File: config.mk
export PLATFORM = sky130hd
export DESIGN_NAME = pwm_current_regulator
export DESIGN_NICKNAME = d
export VERILOG_FILES = /design/src/hdl/pcr_pkg.sv /design/src/hdl/pwm_current_regulator.sv /design/src/hdl/pcr_regs.sv
export SDC_FILE = /design/constraint.sdc
export NUM_CORES = 1
export LEC_CHECK = 0
export BUFFER_PORTS_ARGS = -buffer_cell sky130_fd_sc_hd__buf_4
export CAP_MARGIN = 20
export CORE_UTILIZATION = 50
export DETAILED_ROUTE_END_ITERATION = 16
export GPL_ROUTABILITY_DRIVEN = 0
export PLACE_DENSITY = 0.69
export SYNTH_ARGS = -nofsm -noshare
export SYNTH_HDL_FRONTEND = slang
export SYNTH_SLANG_ARGS = --single-unit
File: constraint.sdc
create_clock -name clk -period 34.8 [get_ports clk]
set_input_delay 1.74 -clock clk [delete_from_list [all_inputs] [get_ports clk]]
set_output_delay 1.74 -clock clk [all_outputs]
set_load 0.05 [all_outputs]
File: src/hdl/pcr_pkg.sv
package pcr_pkg;

    localparam int unsigned CfgIndexWidth = 3;
    localparam int unsigned CfgDataWidth  = 64;

    // Configuration register indexes.
    typedef enum logic [CfgIndexWidth-1:0] {
        REG_TARGET_LOW  = 3'd0,
        REG_TARGET_HIGH = 3'd1,
        REG_PERIOD_MIN  = 3'd2,
        REG_PERIOD_MAX  = 3'd3,
        REG_TEMP_OFFSET = 3'd4
    } reg_index_t;

    typedef enum logic [1:0] {
        CMD_ADJUST   = 2'd0,
        CMD_ARM_SKIP = 2'd1,
        CMD_STOP     = 2'd2,
        CMD_NOP      = 2'd3
    } cmd_t;

    localparam logic [15:0] PeriodMinReset  = 16'd1142;
    localparam logic [15:0] PeriodMaxReset  = 16'd2399;
    localparam logic [15:0] TempOffsetReset = 16'd80;

    localparam logic [7:0]  LevelExempt     = 8'd9;
    localparam logic [16:0] NearMinMargin   = 17'd5;
    localparam logic [17:0] TargetBand      = 18'd2;

    typedef struct packed {
        logic [63:0]        target_low;
        logic [63:0]        target_high;
        logic [15:0]        period_min;
        logic [15:0]        period_max;
        logic signed [15:0] temp_offset;
    } pcr_cfg_t;

endpackage

File: src/hdl/pwm_current_regulator.sv
// Requests pass through the input register, then the result register; an output stall
// holds both. Throughput: one request per cycle when not stalled; the period register is
// read and rewritten in the same cycle, so back-to-back adjusts never wait on each other.
// Reset (rst_n, asynchronous, active low): period 1142, run and skip flags cleared,
// configuration registers to their defaults, both pipeline stages empty.
module pwm_current_regulator (
    input  logic                                 clk,
    input  logic                                 rst_n,
    input  logic                                 in_valid,
    output logic                                 in_stall,
    input  logic [1:0]                           cmd,
    input  logic [7:0]                           level,
    input  logic [15:0]                          out_current,
    input  logic [15:0]                          in_current,
    input  logic signed [15:0]                   temp_first,
    input  logic signed [15:0]                   temp_second,
    output logic                                 out_valid,
    input  logic                                 out_stall,
    output logic [15:0]                          period,
    output logic [14:0]                          duty_compare,
    output logic                                 running,
    output logic                                 near_min,
    output logic                                 reloaded,
    input  logic                                 cfg_valid,
    output logic                                 cfg_ready,
    input  logic [pcr_pkg::CfgIndexWidth-1:0]    cfg_index,
    input  logic [pcr_pkg::CfgDataWidth-1:0]     cfg_data
);

    pcr_pkg::pcr_cfg_t cfg;

    pcr_regs u_regs (
        .clk       (clk),
        .rst_n     (rst_n),
        .cfg_valid (cfg_valid),
        .cfg_ready (cfg_ready),
        .cfg_index (cfg_index),
        .cfg_data  (cfg_data),
        .cfg       (cfg)
    );

    // Input register.
    logic               in_valid_reg;
    logic [1:0]         cmd_reg;
    logic [7:0]         level_reg;
    logic [15:0]        out_current_reg;
    logic [15:0]        in_current_reg;
    logic signed [15:0] temp_first_reg;
    logic signed [15:0] temp_second_reg;

    // Regulator state.
    logic [15:0] period_reg, period_next;
    logic        run_reg, run_next;
    logic        skip_reg, skip_next;

    // Result register.
    logic        out_valid_reg;
    logic [15:0] period_out_reg;
    logic        near_min_reg, near_min_next;
    logic        reloaded_reg, reloaded_next;

    logic in_accept;
    logic advance;

    assign advance   = in_valid_reg && (!out_valid_reg || !out_stall);
    assign in_stall  = in_valid_reg && !advance;
    assign in_accept = in_valid && !in_stall;

    // Derating and step decision.
    logic signed [15:0] hot;
    logic signed [17:0] excess;
    logic signed [17:0] level_wide;
    logic               derate;
    logic [7:0]         level_eff;
    logic               level_ok;
    logic [2:0]         slot;
    logic [15:0]        target;
    logic [19:0]        out_x4;
    logic [19:0]        in_x15;
    logic               ratio_high;
    logic               below_band;
    logic               above_band;
    logic               step;
    logic               step_down;
    logic [15:0]        stepped_period;
    logic [15:0]        clamped_period;

    always_comb
    begin
        hot        = (temp_first_reg >= temp_second_reg) ? temp_first_reg : temp_second_reg;
        excess     = $signed({{2{hot[15]}}, hot})
                   - $signed({{2{cfg.temp_offset[15]}}, cfg.temp_offset});
        level_wide = $signed({10'd0, level_reg});
        derate     = (excess > 18'sd0) && (level_reg != 8'd0)
                   && (level_reg != pcr_pkg::LevelExempt);
        if (!derate)
            level_eff = level_reg;
        else if (level_wide > excess)
            level_eff = level_reg - excess[7:0];
        else
            level_eff = 8'd1;
        level_ok = level_eff inside {[8'd1:8'd8]};

        slot   = level_eff[2:0] - 3'd1;
        target = slot[2] ? cfg.target_high[{slot[1:0], 4'd0} +: 16]
                         : cfg.target_low[{slot[1:0], 4'd0} +: 16];

        // 4*out >= 15*in, with 15*in formed as 16*in - in.
        out_x4     = {2'd0, out_current_reg, 2'd0};
        in_x15     = {in_current_reg, 4'd0} - {4'd0, in_current_reg};
        ratio_high = (in_current_reg != 16'd0) && (out_x4 >= in_x15);
        below_band = ({2'd0, out_current_reg} + pcr_pkg::TargetBand) < {2'd0, target};
        above_band = {2'd0, out_current_reg} > ({2'd0, target} + pcr_pkg::TargetBand);

        step      = skip_reg || ratio_high || below_band || above_band;
        step_down = skip_reg || ratio_high || !below_band;

        stepped_period = step_down ? period_reg - 16'd1 : period_reg + 16'd1;
        if (stepped_period < cfg.period_min)
            clamped_period = cfg.period_min;
        else if (stepped_period > cfg.period_max)
            clamped_period = cfg.period_max;
        else
            clamped_period = stepped_period;

        period_next   = period_reg;
        run_next      = run_reg;
        skip_next     = skip_reg;
        reloaded_next = 1'b0;
        case (cmd_reg)
            pcr_pkg::CMD_ADJUST:
            begin
                if (!level_ok)
                begin
                    period_next = cfg.period_min;
                    run_next    = 1'b0;
                end
                else
                begin
                    run_next = 1'b1;
                    if (step)
                    begin
                        period_next   = clamped_period;
                        skip_next     = 1'b0;
                        reloaded_next = 1'b1;
                    end
                end
            end
            pcr_pkg::CMD_ARM_SKIP:
                skip_next = 1'b1;
            pcr_pkg::CMD_STOP:
            begin
                period_next = cfg.period_min;
                run_next    = 1'b0;
            end
            default: ;
        endcase

        near_min_next = {1'b0, period_next} <= ({1'b0, cfg.period_min} + pcr_pkg::NearMinMargin);
    end

    always_ff @(posedge clk or negedge rst_n)
    begin
        if (!rst_n)
        begin
            in_valid_reg  <= 1'b0;
            out_valid_reg <= 1'b0;
            period_reg    <= pcr_pkg::PeriodMinReset;
            run_reg       <= 1'b0;
            skip_reg      <= 1'b0;
        end
        else
        begin
            if (in_accept)
                in_valid_reg <= 1'b1;
            else if (advance)
                in_valid_reg <= 1'b0;

            if (advance)
            begin
                out_valid_reg <= 1'b1;
                period_reg    <= period_next;
                run_reg       <= run_next;
                skip_reg      <= skip_next;
            end
            else if (!out_stall)
            begin
                out_valid_reg <= 1'b0;
            end
        end
    end

    always_ff @(posedge clk)
    begin
        if (in_accept)
        begin
            cmd_reg         <= cmd;
            level_reg       <= level;
            out_current_reg <= out_current;
            in_current_reg  <= in_current;
            temp_first_reg  <= temp_first;
            temp_second_reg <= temp_second;
        end
        if (advance)
        begin
            period_out_reg <= period_next;
            near_min_reg   <= near_min_next;
            reloaded_reg   <= reloaded_next;
        end
    end

    assign out_valid    = out_valid_reg;
    assign period       = period_out_reg;
    assign duty_compare = period_out_reg[15:1];
    assign running      = run_reg;
    assign near_min     = near_min_reg;
    assign reloaded     = reloaded_reg;

    // A stepped period only comes from an adjust request, which also enables the output.
    assert property (@(posedge clk) disable iff (!rst_n)
        out_valid && reloaded |-> running)
        else $error("stepped period reported with PWM stopped");

    // The input side only stalls while a result is held up at the output.
    assert property (@(posedge clk) disable iff (!rst_n)
        in_stall |-> out_valid && out_stall)
        else $error("input stalled without output back pressure");

    // A new result is always drawn from a request held in the input register.
    assert property (@(posedge clk) disable iff (!rst_n)
        $rose(out_valid) |-> $past(in_valid_reg))
        else $error("result produced without a pending request");

endmodule

File: src/hdl/pcr_regs.sv
module pcr_regs (
    input  logic                                 clk,
    input  logic                                 rst_n,
    input  logic                                 cfg_valid,
    output logic                                 cfg_ready,
    input  logic [pcr_pkg::CfgIndexWidth-1:0]    cfg_index,
    input  logic [pcr_pkg::CfgDataWidth-1:0]     cfg_data,
    output pcr_pkg::pcr_cfg_t                    cfg
);

    pcr_pkg::pcr_cfg_t cfg_reg;

    assign cfg_ready = 1'b1;
    assign cfg       = cfg_reg;

    always_ff @(posedge clk or negedge rst_n)
    begin
        if (!rst_n)
        begin
            cfg_reg.target_low  <= '0;
            cfg_reg.target_high <= '0;
            cfg_reg.period_min  <= pcr_pkg::PeriodMinReset;
            cfg_reg.period_max  <= pcr_pkg::PeriodMaxReset;
            cfg_reg.temp_offset <= pcr_pkg::TempOffsetReset;
        end
        else if (cfg_valid && cfg_ready)
        begin
            case (cfg_index)
                pcr_pkg::REG_TARGET_LOW:  cfg_reg.target_low  <= cfg_data;
                pcr_pkg::REG_TARGET_HIGH: cfg_reg.target_high <= cfg_data;
                pcr_pkg::REG_PERIOD_MIN:  cfg_reg.period_min  <= cfg_data[15:0];
                pcr_pkg::REG_PERIOD_MAX:  cfg_reg.period_max  <= cfg_data[15:0];
                pcr_pkg::REG_TEMP_OFFSET: cfg_reg.temp_offset <= cfg_data[15:0];
                default: ;
            endcase
        end
    end

endmodule

Word level (Yosys, flattened, before mapping)
Index checks and enable logic that the tools add are counted.

operators by class
  order comparisons = 11
  eq/ne operators = 10
  reductions and logical operators = 32
  shift operators = 2
  div/mod/pow operators = 0
  multiplexer cells = 20
  $add $sub $neg = 9
  multiply operators = 0
  bitwise logic cells = 0

operators with widths
  operator               count
  $shiftx 64x7->16       2
  $mux 16                7
  $add 16x2->17 const B  2
  $pmux 16 s2            1
  $ge 18x20->1           1
  $sub 20x16->20         1
  $add 16x3->17 const B  1
  $gt 16x17->1           1
  $gt 17x1->1 const B    1
  $gt 9x17->1            1
  $le 16x17->1           1
  $lt 17x16->1           1
  $sub 16x16->17         1
  $add 16x1->16 const B  1
  $ge 16x16->1           1
  $gt 16x16->1           1
  $lt 16x16->1           1
  $mux 8                 2
  $reduce_bool 16->1     1
  $sub 16x1->16 const B  1
  $reduce_and 2->1       7
  $ge 8x1->1 const B     1
  $le 8x4->1 const B     1
  $mux 1                 8
  19 further kinds       38

storage, ports and cells
  ROM bits = 0
  register bits after elaboration = 288
  memories = 0
  latch bits = 0
  output and inout bits = 37
  word-level logic and storage cells = 103
  memory bits (writable) = 0
  input bits = 146

Longest topological paths before layout
Gate-level depths: netlist of run 1.

  word-level depth = 21
  depth in mapped cells = 96
  depth with buffers taken out = 91

Cells and area by module
Synthesis of run 1 repeated with hierarchy kept, for this count alone.

unflattened totals
  cell total of the unflattened synthesis = 1668
  area total of the unflattened synthesis = 19085.8 um^2

by module, submodules not included
  module                 area each (um^2)  sequential area each (um^2)  instances  cells an instance
  pwm_current_regulator  12150.4           3270.6                       1          1290
  pcr_regs               6935.4            4424.2                       1          378

Least setup slack after synthesis of run 1
OpenSTA, ideal clock, no wires.

  path kind = reg2reg
  start = reg temp_first_reg[1]
  end = reg near_min_reg, in the netlist near_min (data pin)
  setup slack = 18.728 ns
  cell stages (with the launch flop) = 91
  arrival time = 15.909 ns
  library setup time = 0.163 ns
  path buffers = 8
  data required time = 34.637 ns
  period minus slack after synthesis = 16.072 ns
  cells stage by stage = edfxtp_1 > ha_1 > nor2b_1 > o21a_1 > o21ai_0 > nand2b_1 > a21oi_1 > nor2b_1 > o21ai_0 > nand2b_1 > a21oi_1 > nor3_1 > or4_1 > nand3_1 > clkbuf_1 > o21ai_0 > fa_1 > a21o_1 > [55 not listed] > a2111oi_0 > a311o_1 > ha_1 > nor2b_1 > o21a_1 > o21a_1 > o21ai_0 > nand2b_1 > a21oi_1 > nor2b_1 > o21ai_0 > nand2b_1 > a21oi_1 > o21ai_0 > a21o_1 > a21oi_1 > nor2b_1 > o221ai_1

on the way
  cells in the longest elaborated chain, start to end = 21
  elaborated cells on any way between the ends = 33
  classes of those cells = add/sub (4); order compare (10); shift (2); mux (10); reduce/logical (7)

ends and longest elaborated chain
  element                   line                          source
  from (decl)               pwm_current_regulator.sv:48   logic signed [15:0] temp_first_reg;
  from (signal assigned)    pwm_current_regulator.sv:201  temp_first_reg <= temp_first;
  $ge 16x16->1              pwm_current_regulator.sv:90   hot = (temp_first_reg >= temp_second_reg) ? temp_first_reg : temp_second_reg;
  $mux 16 *                 pwm_current_regulator.sv:90
  $sub 16x16->17 *          pwm_current_regulator.sv:92   - $signed({{2{cfg.temp_offset[15]}}, cfg.temp_offset});
  $gt 17x1->1               pwm_current_regulator.sv:94   derate = (excess > 18'sd0) && (level_reg != 8'd0)
  $logic_and 1x1->1         pwm_current_regulator.sv:94
  $logic_and 1x1->1         pwm_current_regulator.sv:95   && (level_reg != pcr_pkg::LevelExempt);
  $mux 8 *                  pwm_current_regulator.sv:96   if (!derate)
  $sub 3x1->3               pwm_current_regulator.sv:104  slot = level_eff[2:0] - 3'd1;
  [7 not listed]            --
  $mux 16                   pwm_current_regulator.sv:121  else if (stepped_period > cfg.period_max)
  $mux 16                   pwm_current_regulator.sv:119  if (stepped_period < cfg.period_min)
  $mux 16                   pwm_current_regulator.sv:141  if (step)
  $mux 16 *                 pwm_current_regulator.sv:133  if (!level_ok)
  $pmux 16 s2 *             pwm_current_regulator.sv:130  case (cmd_reg)
  named net period_next[1]  pwm_current_regulator.sv:52   logic [15:0] period_reg, period_next;
  $le 16x17->1 *            pwm_current_regulator.sv:159  near_min_next = {1'b0, period_next} <= ({1'b0, cfg.period_min} + pcr_pkg::NearMinMargin);
  named net near_min_next   pwm_current_regulator.sv:59   logic near_min_reg, near_min_next;
  to (signal assigned)      pwm_current_regulator.sv:207  near_min_reg <= near_min_next;
  to (decl)                 pwm_current_regulator.sv:59

Mark *: on every way through the listed nets, which the timed path passes. The rest lies on a longest branch.
A chain may end at the register's enable or synchronous reset.

Final worst setup path of run 1
Ends and elaborated chain as after synthesis.

==> metrics.txt, run 1 <==
Post-Route Skew between 0.02 and 0.03 ns; CTS clk-pin slew, worst paths 0.06 ns; min cycle time layout 19.19 ns; Synth Area in Simple Gates 0.1477; Synth cell types 83; DIE AREA 0.03988 sq mm; CP dominant cell by count o21ai_0; wire per inst 19.04 microns; Mapped Cells 2009; CTS Sinks 288; Non-Filler Instances 2667; DRC viols 0; Port-buffer cells 181; drt initial violations between 1000 and 1500; Hold Buf Count CTS 0; Final Hold Viols 0; vias post-DR 15813; CTS H-tree depth 2; sequential area share after synthesis 0.3938; Arrival @ worst endpoint 19.56 ns; Synth area leaders dfrtp_1, edfxtp_1, ha_1, mux2_2, nand2_1; Worst EP required 35.17 ns; Global Route Usage Sum 0.2592; pin count of the biggest net entering global routing 89; Reg area 0.007695 sq mm; footprint of the multi-input gates between 0.01 and 0.015 sq mm; Pwr Total 0.001967 W; f_max 52.12 MHz; CP startpoint kind flip-flop; Final Setup Violations 0; max-slew violation count 0; Pleak 9.652 nW; grt met2 use 0.4119; met1 GRT Util 0.3553; DR vias/cell 5.929; Fillers 3334; multiplexer share of the synthesized area 0.09098; Slew HR 0.2467; Max Cap Viol 0; number of global-route vias before repair ~15000; Yosys warnings 0; root buffer cell clkbuf_16; XOR/XNOR Fraction of Synth Area 0.03362; I/O pin cnt ~180; effective utilization at floorplan 0.5068; grt ovf 0; DIE HEIGHT about 200 microns; fin crit share 0.5514; Final ANT Viol Nets 0; RSZ-0062 raised after global routing false; worst hold-check path type flip-flop to flip-flop; post-CTS setup buffers 0; worst path bufs/invs 4; Detailed Routing Iterations Pass 1 5; status finished, final reports clean; nets@finish 2441; Synth Cell Area roughly 0.020 sq mm; Top delay family on crit path compound AO/OA/AOI/OAI gates; PD cells just under 90 mW/mm^2; setup TNS 0 ns; CTS max path bufs 3; die outline width 199.7 microns; num rows 72; met3 Resource Use GR 0.04506; Adder-Cell Fraction of Synth Area 0.1100; number of synthesized flops with an enable pin 92; Antenna diodes 0; max FFs per register around 180; total nets after synthesis 2325; most frequent cells in the layout nand2_1, buf_4, dfrtp_1; CTS buffer count 35; VDD IR max between 0.04 and 0.05 mV; WL final slightly above 50000 microns; Layout area overhead 14.33%; largest area contributor in the synthesized netlist dfrtp_1; Clock Latency Late Sink between 0.5 and 0.6 ns; highest-delay cell along the critical path nand2_1; share of cells above drive strength 1 0.2127; post_cts resized 0; initial antenna violation count 1; ys flop type dfrtp_1; commonest non-fill, non-tap cell in the layout nand2_1; core area 0.03856 sq mm; first-pass GRT wire length about 80000 microns; CTS tree yes; slowest stage delay, CP 0.76 ns; crit path max fanout 83; DP HPWL 36710 microns; Async SR Flop Fraction 0.6806; global route hottest layer met2; largest family of logic cells by synthesized area compound AO/OA/AOI/OAI gates; Yosys top cell area share 0.2228; Yosys reg bits 288; crit path kind flip-flop to flip-flop; Worst-Margin Slew 1.130 ns; number of instances in the placed design roughly 2600; Avg Cell Area, Syn 9.727 sq um; Crit. End Element flip-flop; Compound-Gate Fraction of Synth Area 0.1700
==> layer usage <==
layer	up-vias	wire length, microns
met3	106	3297
met5	-	13
met4	2	1646
met1	7600	22520
li1	7554	-
met2	551	23310
==> final timing paths <==
kind | start | to | slack, ns | depth (start not counted)
max | temp_first_reg[1]$_DFFE_PP_ | near_min$_DFFE_PP_ | 15.61 | 88
min | in_valid_reg$_DFFE_PN0P_ | out_valid$_DFFE_PN0P_ | 0.49 | 1
max reg2reg | temp_first_reg[1]$_DFFE_PP_ | near_min$_DFFE_PP_ | 15.61 | 88
min reg2reg | in_valid_reg$_DFFE_PN0P_ | out_valid$_DFFE_PN0P_ | 0.49 | 1
max in group asynchronous | rst_n | u_regs.cfg[108]$_DFFE_PN0P_ | 32.33 | 2
min in group asynchronous | rst_n | u_regs.cfg[73]$_DFFE_PN0P_ | 1.25 | 1
==> cell usage after synthesis, types with 5 or more instances <==
cell type / n
or2_2: 6
buf_2: 19
a221o_1: 15
clkbuf_1: 66
a21oi_1: 85
a22oi_1: 41
buf_1: 8
and4_1: 5
nand4_1: 23
nand2b_1: 21
nand3_1: 34
a2111oi_0: 19
nor2b_1: 23
and2_1: 5
a21o_1: 23
a211o_1: 5
nor4_2: 5
mux2i_1: 10
dfstp_2: 22
o21ai_0: 94
or4_1: 14
edfxtp_1: 92
buf_4: 23
nand2_1: 261
nor4_1: 13
a21boi_0: 22
a311o_1: 15
nor3_1: 57
o21a_1: 35
o211ai_1: 7
inv_1: 120
dfrtp_1: 174
ha_1: 167
or3_1: 6
nor2_1: 80
and3_1: 27
mux2_2: 145
a31oi_1: 6
nand3b_1: 6
xor2_1: 19
a211oi_1: 65
xnor2_1: 56
==> where the power goes <==
part	total, W	internal (W)	switching (W)
combinational	0.00111	0.000443	0.000666
clock	0.000377	0.000230	0.000147
sequential	0.000481	0.000429	0.0000519
total	0.00197	0.00110	0.000865
==> metrics by stage <==
step	area, sq um	setup slack [ns]	utilization	hold WS (ns)
final	22340	15.61	0.5794	0.4911
after global routing	22340	13.72	0.5794	0.5143
after CTS	22330	15.83	0.5792	0.4923
after detailed placement	21140	15.91	0.5484	0.4853
after global placement	21140	16.53	0.5484	0.4712
after floorplan	19540	18.73	-	0.4574
==> final cells by class <==
class                      instances  area share
inverter                         121     0.02033
clock buffer                      51     0.04816
clock inverter                    10    0.005152
tap                              518     0.02901
multi-input combinational       1479      0.4854
sequential                       288      0.3444
timing repair buffer             200     0.06748
==> kinds of logic after synthesis <==
group                      Yosys count
adders and majority gates          170
muxes                              157
buffers and inverters              242
and+or+nand+nor                    597
AOI/OAI and AO/OA                  479
other                                1
DFF                                288
xor gates and xnor gates            75
No activity file was read; power rests on OpenSTA's default activity.
==> run 2, diff against run 1 <==
--- a/config.mk
+++ b/config.mk
@@ -10,7 +10,7 @@
 export CORE_UTILIZATION = 50
 export DETAILED_ROUTE_END_ITERATION = 16
 export GPL_ROUTABILITY_DRIVEN = 0
-export PLACE_DENSITY = 0.69
+export PLACE_DENSITY = 0.72
 export SYNTH_ARGS = -nofsm -noshare
 export SYNTH_HDL_FRONTEND = slang
 export SYNTH_SLANG_ARGS = --single-unit
==> constraint.sdc (replaced) <==
create_clock -name clk -period 17.5 [get_ports clk]
set_input_delay 0.875 -clock clk [delete_from_list [all_inputs] [get_ports clk]]
set_output_delay 0.875 -clock clk [all_outputs]
set_load 0.05 [all_outputs]
==> run 2 against run 1 <==
Effect of this change:
- via count up 1.1%
- worst hold slack lost 0.32 ns
- global-route usage rose by 0.10 points
- combinational power grew 110%
- the flow now finishes with violations (design-rule violations)
- critical endpoint unchanged
- maximum frequency grew 16%
- wire length increased by 1.3%
- first-iteration DRC count shrank 20%
- largest power group unchanged
- sequential cell count did not move
- design area is 0.70% higher
==> metrics.txt, run 2 (synthesis gave the netlist of run 1 again) <==
Final ANT Viol Nets 0 (unchanged); most frequent cells in the layout nand2_1, buf_4, dfrtp_1; CTS clk-pin slew, worst paths 0.06 ns (about the same); Crit. End Element flip-flop; Worst-Margin Slew 1.035 ns (-0.09530 ns); core area 0.03856 sq mm (unchanged); final core utilization 0.5835 (+0.004057); CP startpoint kind flip-flop; footprint of the multi-input gates 0.01096 sq mm (+1.0%); VDD IR max 0.1331 mV (+200%); Worst EP required 17.88 ns (-17.29 ns); DR vias/cell 5.967 (+0.64%); DIE AREA 0.03988 sq mm (unchanged); DRC viols 1 (+1); Final Hold Viols 0 (unchanged); highest-delay cell along the critical path or4_1; slowest stage delay, CP 0.60 ns (-0.16 ns); Layout area overhead 15.13%; worst hold slack 0.1710 ns (-0.3201 ns); pin count of the biggest net entering global routing 129 (+45%); drt initial violations 1097 (-20%); Pwr Total 0.003958 W (+100%); number of global-route vias before repair 15620 (+0.87%); status finished, violations left; Port-buffer cells 181 (unchanged); grt ovf 0 (unchanged); PD cells 175.9 mW/mm^2 (+100%); FF-to-FF path depth 86 (-2.3%); root buffer cell clkbuf_16; fin crit share 0.9435 (+0.3921); effective utilization at floorplan 0.5068 (unchanged); flop-to-flop setup slack 0.99 ns (-14.62 ns); max FFs per register 176 (unchanged); max-slew violation count 0 (unchanged); first-pass GRT wire length 81520 microns (about the same); I/O pin cnt 183 (unchanged); DIE HEIGHT 199.7 microns (unchanged); nets@finish 2454 (+0.53%); worst hold-check path type input port to async pin; vias post-DR 15992 (+1.1%); DP HPWL 37060 microns (+0.97%); Slew HR 0.3103 (+0.06353); Hold Buf Count CTS 0 (unchanged); Max Cap Viol 0 (unchanged); f_max 60.56 MHz (+16%); WL final 51450 microns (+1.3%); worst r2r dst near_min$_DFFE_PP_; Fillers 3357 (+0.69%); wire per inst 19.20 microns (+0.81%); CTS H-tree depth 2 (unchanged); crit path kind flip-flop to flip-flop; failing checks design-rule violations; Reg area 0.007695 sq mm (unchanged); num rows 72 (unchanged); CTS Sinks 288 (unchanged); die outline width 199.7 microns (unchanged); initial antenna violation count 0 (-1); Antenna diodes 0 (unchanged); crit path max fanout 30 (-64%); min cycle time layout 16.51 ns (-2.676 ns); Top delay family on crit path compound AO/OA/AOI/OAI gates; CTS buffer count 35 (unchanged); CP dominant cell by count o21ai_0; Clock Latency Late Sink 0.57 ns (about the same); Detailed Routing Iterations Pass 1 11 (+6); Pleak 9.704 nW (+0.53%); worst path bufs/invs 3 (-1); CTS max path bufs 3 (unchanged); commonest non-fill, non-tap cell in the layout nand2_1; Arrival @ worst endpoint 16.89 ns (-2.67 ns); CTS tree yes; Post-Route Skew 0.03154 ns (+0.005948 ns); share of cells above drive strength 1 0.2239 (+0.01121); Final Setup Violations 0 (unchanged); FF-to-FF Start temp_first_reg[1]$_DFFE_PP_; Global Route Usage Sum 0.2602 (+0.001002)
-- run 2: how the worst max path moves through the flow --
stage               cells past startpoint            endpoint                        start  slack, ns
global placement                       86  near_min$_DFFE_PP_  temp_first_reg[1]$_DFFE_PP_       0.82
floorplan                              90  near_min$_DFFE_PP_  temp_first_reg[1]$_DFFE_PP_       1.43
detailed placement                     83  near_min$_DFFE_PP_  temp_first_reg[1]$_DFFE_PP_       0.20
global route                           87  near_min$_DFFE_PP_  temp_first_reg[1]$_DFFE_PP_      -0.14
finish                                 86  near_min$_DFFE_PP_  temp_first_reg[1]$_DFFE_PP_       0.99
CTS                                    83  near_min$_DFFE_PP_  temp_first_reg[1]$_DFFE_PP_       0.10
-- run 2: stage by stage --
stage	instance area [sq um]	setup slack, ns	setup TNS, ns	instances
floorplan	19540	1.428	0	2009
global placement	21170	0.8150	0	2609
detailed placement	21170	0.2024	0	2609
CTS	22270	0.1001	0	2670
global route	22500	-0.1393	-0.1393	2680
finish	22500	0.9886	0	2680
-- run 2: repair_timing --
item                       CTS  global route
buffers inserted             0             8
setup endpoints to repair    0             1
resized for setup            0            27
-- run 2: layer usage --
metal  share of wire  global-route usage  wire length [microns]  vias up
met2            0.46              0.4178                  23780      576
li1                -                   -                      -     7574
met1            0.44              0.3439                  22480     7728
met4           0.035              0.1043                   1817        0
met5               0                   0                      0        -
met3           0.066             0.05046                   3370      114
-- run 2: cell type report --
cell class                      instances  share of cell area
Multi-Input combinational cell       1479              0.4870
Sequential cell                       288              0.3420
Timing Repair Buffer                  213             0.07308
Clock buffer                           47             0.04249
Tap cell                              518             0.02881
Inverter                              121             0.02019
Clock inverter                         14            0.006451
-- run 2: report_power, final --
| group | switching (W) | internal [W] |
|---|---|---|
| sequential | 0.000107 | 0.000854 |
| clock | 0.000298 | 0.000404 |
| combinational | 0.00137 | 0.000926 |
| total | 0.00178 | 0.00218 |
==> run 3, diff against run 2 <==
--- a/config.mk
+++ b/config.mk
@@ -7,10 +7,13 @@
 export LEC_CHECK = 0
 export BUFFER_PORTS_ARGS = -buffer_cell sky130_fd_sc_hd__buf_4
 export CAP_MARGIN = 20
-export CORE_UTILIZATION = 50
+export CELL_PAD_IN_SITES_DETAIL_PLACEMENT = 2
+export CELL_PAD_IN_SITES_GLOBAL_PLACEMENT = 2
+export CORE_ASPECT_RATIO = 1.2
+export CORE_UTILIZATION = 35
 export DETAILED_ROUTE_END_ITERATION = 16
 export GPL_ROUTABILITY_DRIVEN = 0
-export PLACE_DENSITY = 0.72
+export PLACE_DENSITY = 0.87
 export SYNTH_ARGS = -nofsm -noshare
 export SYNTH_HDL_FRONTEND = slang
 export SYNTH_SLANG_ARGS = --single-unit
==> run 3 against run 2 <==
Effect of this change:
- sequential power rose by 2.3%
- the flow now finishes without violations
- wire length rose by 47%
- via count rose by 7.4%
- utilization shrank 16 points
- die area up 42%
- setup slack got worse by 0.47 ns
- largest cell class unchanged
- sequential cell count is the same
- largest power group unchanged
- non-clock buffer count rose by 12
- clock power up 11%
- worst hold slack better by 0.21 ns
- critical path type unchanged
- highest routed layer is now met5
- first-iteration DRC count up 5.2%
==> metrics.txt, run 3 (synthesis gave the netlist of run 1 again) <==
root buffer cell clkbuf_16; grt ovf 0 (unchanged); DP HPWL 51190 microns (+38%); Combinational Power Share 0.601 (+0.021); Crit. End Element flip-flop; Final ANT Viol Nets 0 (unchanged); Post-Route Skew 0.02901 ns (-0.002539 ns); PD cells 191.5 mW/mm^2 (+8.9%); WL final 75470 microns (+47%); crit path max fanout 16 (-47%); CTS H-tree depth 2 (unchanged); min cycle time layout 16.98 ns (+0.4683 ns); Non-Filler Instances 2899 (+8.2%); max FFs per register 176 (unchanged); Pleak 9.835 nW (+1.4%); Pwr Total 0.004417 W (+12%); CP dominant cell by count a21oi_1; Layout area overhead 18.02%; Final Setup Violations 0 (unchanged); Reg area 0.007695 sq mm (unchanged); Global Route Usage Sum 0.2537 (-0.006489); CTS clk-pin slew, worst paths 0.06 ns (about the same); CTS buffer count 36 (+2.9%); Clock power frac 0.176 (about the same); crit path kind flip-flop to flip-flop; drt initial violations 1154 (+5.2%); footprint of the multi-input gates 0.01103 sq mm (+0.67%); DIE HEIGHT 260.8 microns (+31%); worst hold slack 0.3852 ns (+0.2142 ns); fin crit share 0.9703 (+0.02676); Final Hold Viols 0 (unchanged); Net Sw Frac 0.4757 (+0.02724); highest-delay cell along the critical path or4_4; Detailed Routing Iterations Pass 1 7 (-4); Fillers 5898 (+76%); DIE AREA 0.05678 sq mm (+42%); max-slew violation count 0 (unchanged); Max Cap Viol 0 (unchanged); VDD IR max 0.1149 mV (-14%); Hold Buf Count CTS 0 (unchanged); most frequent cells in the layout nand2_1, buf_4, dfrtp_1; DR vias/cell 5.925 (-0.71%); pin count of the biggest net entering global routing 97 (-25%); effective utilization at floorplan 0.3550 (-0.1518); Worst-Margin Slew 1.102 ns (+0.06701 ns); worst hold-check path type input port to async pin; first-pass GRT wire length 112200 microns (+38%); CTS tree yes; nets@finish 2467 (+0.53%); commonest non-fill, non-tap cell in the layout nand2_1; vias post-DR 17176 (+7.4%); final core utilization 0.4190 (-0.1645); wire per inst 26.03 microns (+36%); CTS Sinks 288 (unchanged); CP startpoint kind flip-flop; Flop pwr share 0.223 (-0.020); f_max 58.89 MHz (-2.8%); I/O pin cnt 183 (unchanged); Slew HR 0.2656 (-0.04467); share of cells above drive strength 1 0.2337 (+0.009834); die outline width 217.7 microns (+9.0%); Port-buffer cells 181 (unchanged); cell-internal power 0.002316 W (+6.1%); number of global-route vias before repair 19089 (+22%); Clock Latency Late Sink 0.57 ns (about the same); DRC viols 0 (-1); Worst EP required 17.87 ns (about the same); core area 0.05504 sq mm (+43%); Switch Pwr 0.002101 W (+18%); status finished, final reports clean; initial antenna violation count 1 (+1); setup TNS 0 ns (unchanged); number of instances in the placed design 2821 (+8.1%); Arrival @ worst endpoint 17.35 ns (+0.46 ns); num rows 94 (+31%); CTS max path bufs 3 (unchanged); slowest stage delay, CP 0.61 ns (about the same)
run 3: what timing repair did:
item	in CTS	in global routing
resized for setup	8	66
setup buffers	1	9
gates cloned	0	2
pin swaps	1	9
endpoints found under the setup margin	1	1
run 3: power by group through the flow:
stage / Combinational (W) / Clock (W) / Sequential [W]
finish: 0.00266 / 0.000777 / 0.000983
global route: 0.00286 / 0.000813 / 0.000997
CTS: 0.00247 / 0.000791 / 0.000978
detailed placement: 0.00240 / 0 / 0.000985
global placement: 0.00223 / 0 / 0.000972
floorplan: 0.00162 / 0 / 0.000978
run 3: final cells by class:
type | count | area share
well taps | 720 | 0.03906
repair buffers | 225 | 0.07747
multi-input cells | 1479 | 0.4782
diodes | 1 | 0.0001085
inverters | 121 | 0.01980
flip-flops and latches | 288 | 0.3336
clock buffers | 50 | 0.04443
clock inverters | 15 | 0.007270
run 3: layer usage:
layer | global-route usage | vias up | part of all wire
met5 | 0 | - | 0.00017
met4 | 0.1103 | 2 | 0.047
met3 | 0.03823 | 231 | 0.050
met2 | 0.4542 | 602 | 0.51
met1 | 0.2986 | 8739 | 0.39
li1 | - | 7602 | -
run 3: worst paths after layout:
path / endpoint / startpoint / slack [ns] / cells past startpoint
worst max register to register: near_min$_DFFE_PP_ / temp_first_reg[1]$_DFFE_PP_ / 0.52 / 85
worst min register to register: u_regs.cfg[25]$_DFFE_PN0P_ / u_regs.cfg[25]$_DFFE_PN0P_ / 0.51 / 1
worst min-delay path: u_regs.cfg[74]$_DFFE_PN0P_ / rst_n / 0.39 / 1
max in group asynchronous: u_regs.cfg[25]$_DFFE_PN0P_ / rst_n / 15.79 / 2
worst max-delay path: near_min$_DFFE_PP_ / temp_first_reg[1]$_DFFE_PP_ / 0.52 / 85
min in group clk: temp_first_reg[13]$_DFFE_PP_ / temp_first[13] / 0.48 / 1
run 3: worst max-delay path, delay by kind of cell (launching register included):
kind	cells	cell delay (ns)
xor+xnor	3	0.67
buf+inv	4	0.59
flops	1	0.41
compound gates	41	7.37
simple gates	26	4.51
fa+ha+maj	9	2.81
mux	2	0.35
run 3: stage by stage:
step / cell area, sq um / setup WS, ns
global route: 23060 / -0.3602
detailed placement: 21500 / -0.1418
global placement: 21500 / 1.205
CTS: 22740 / 0.02838
finish: 23060 / 0.5203
floorplan: 19540 / 1.428
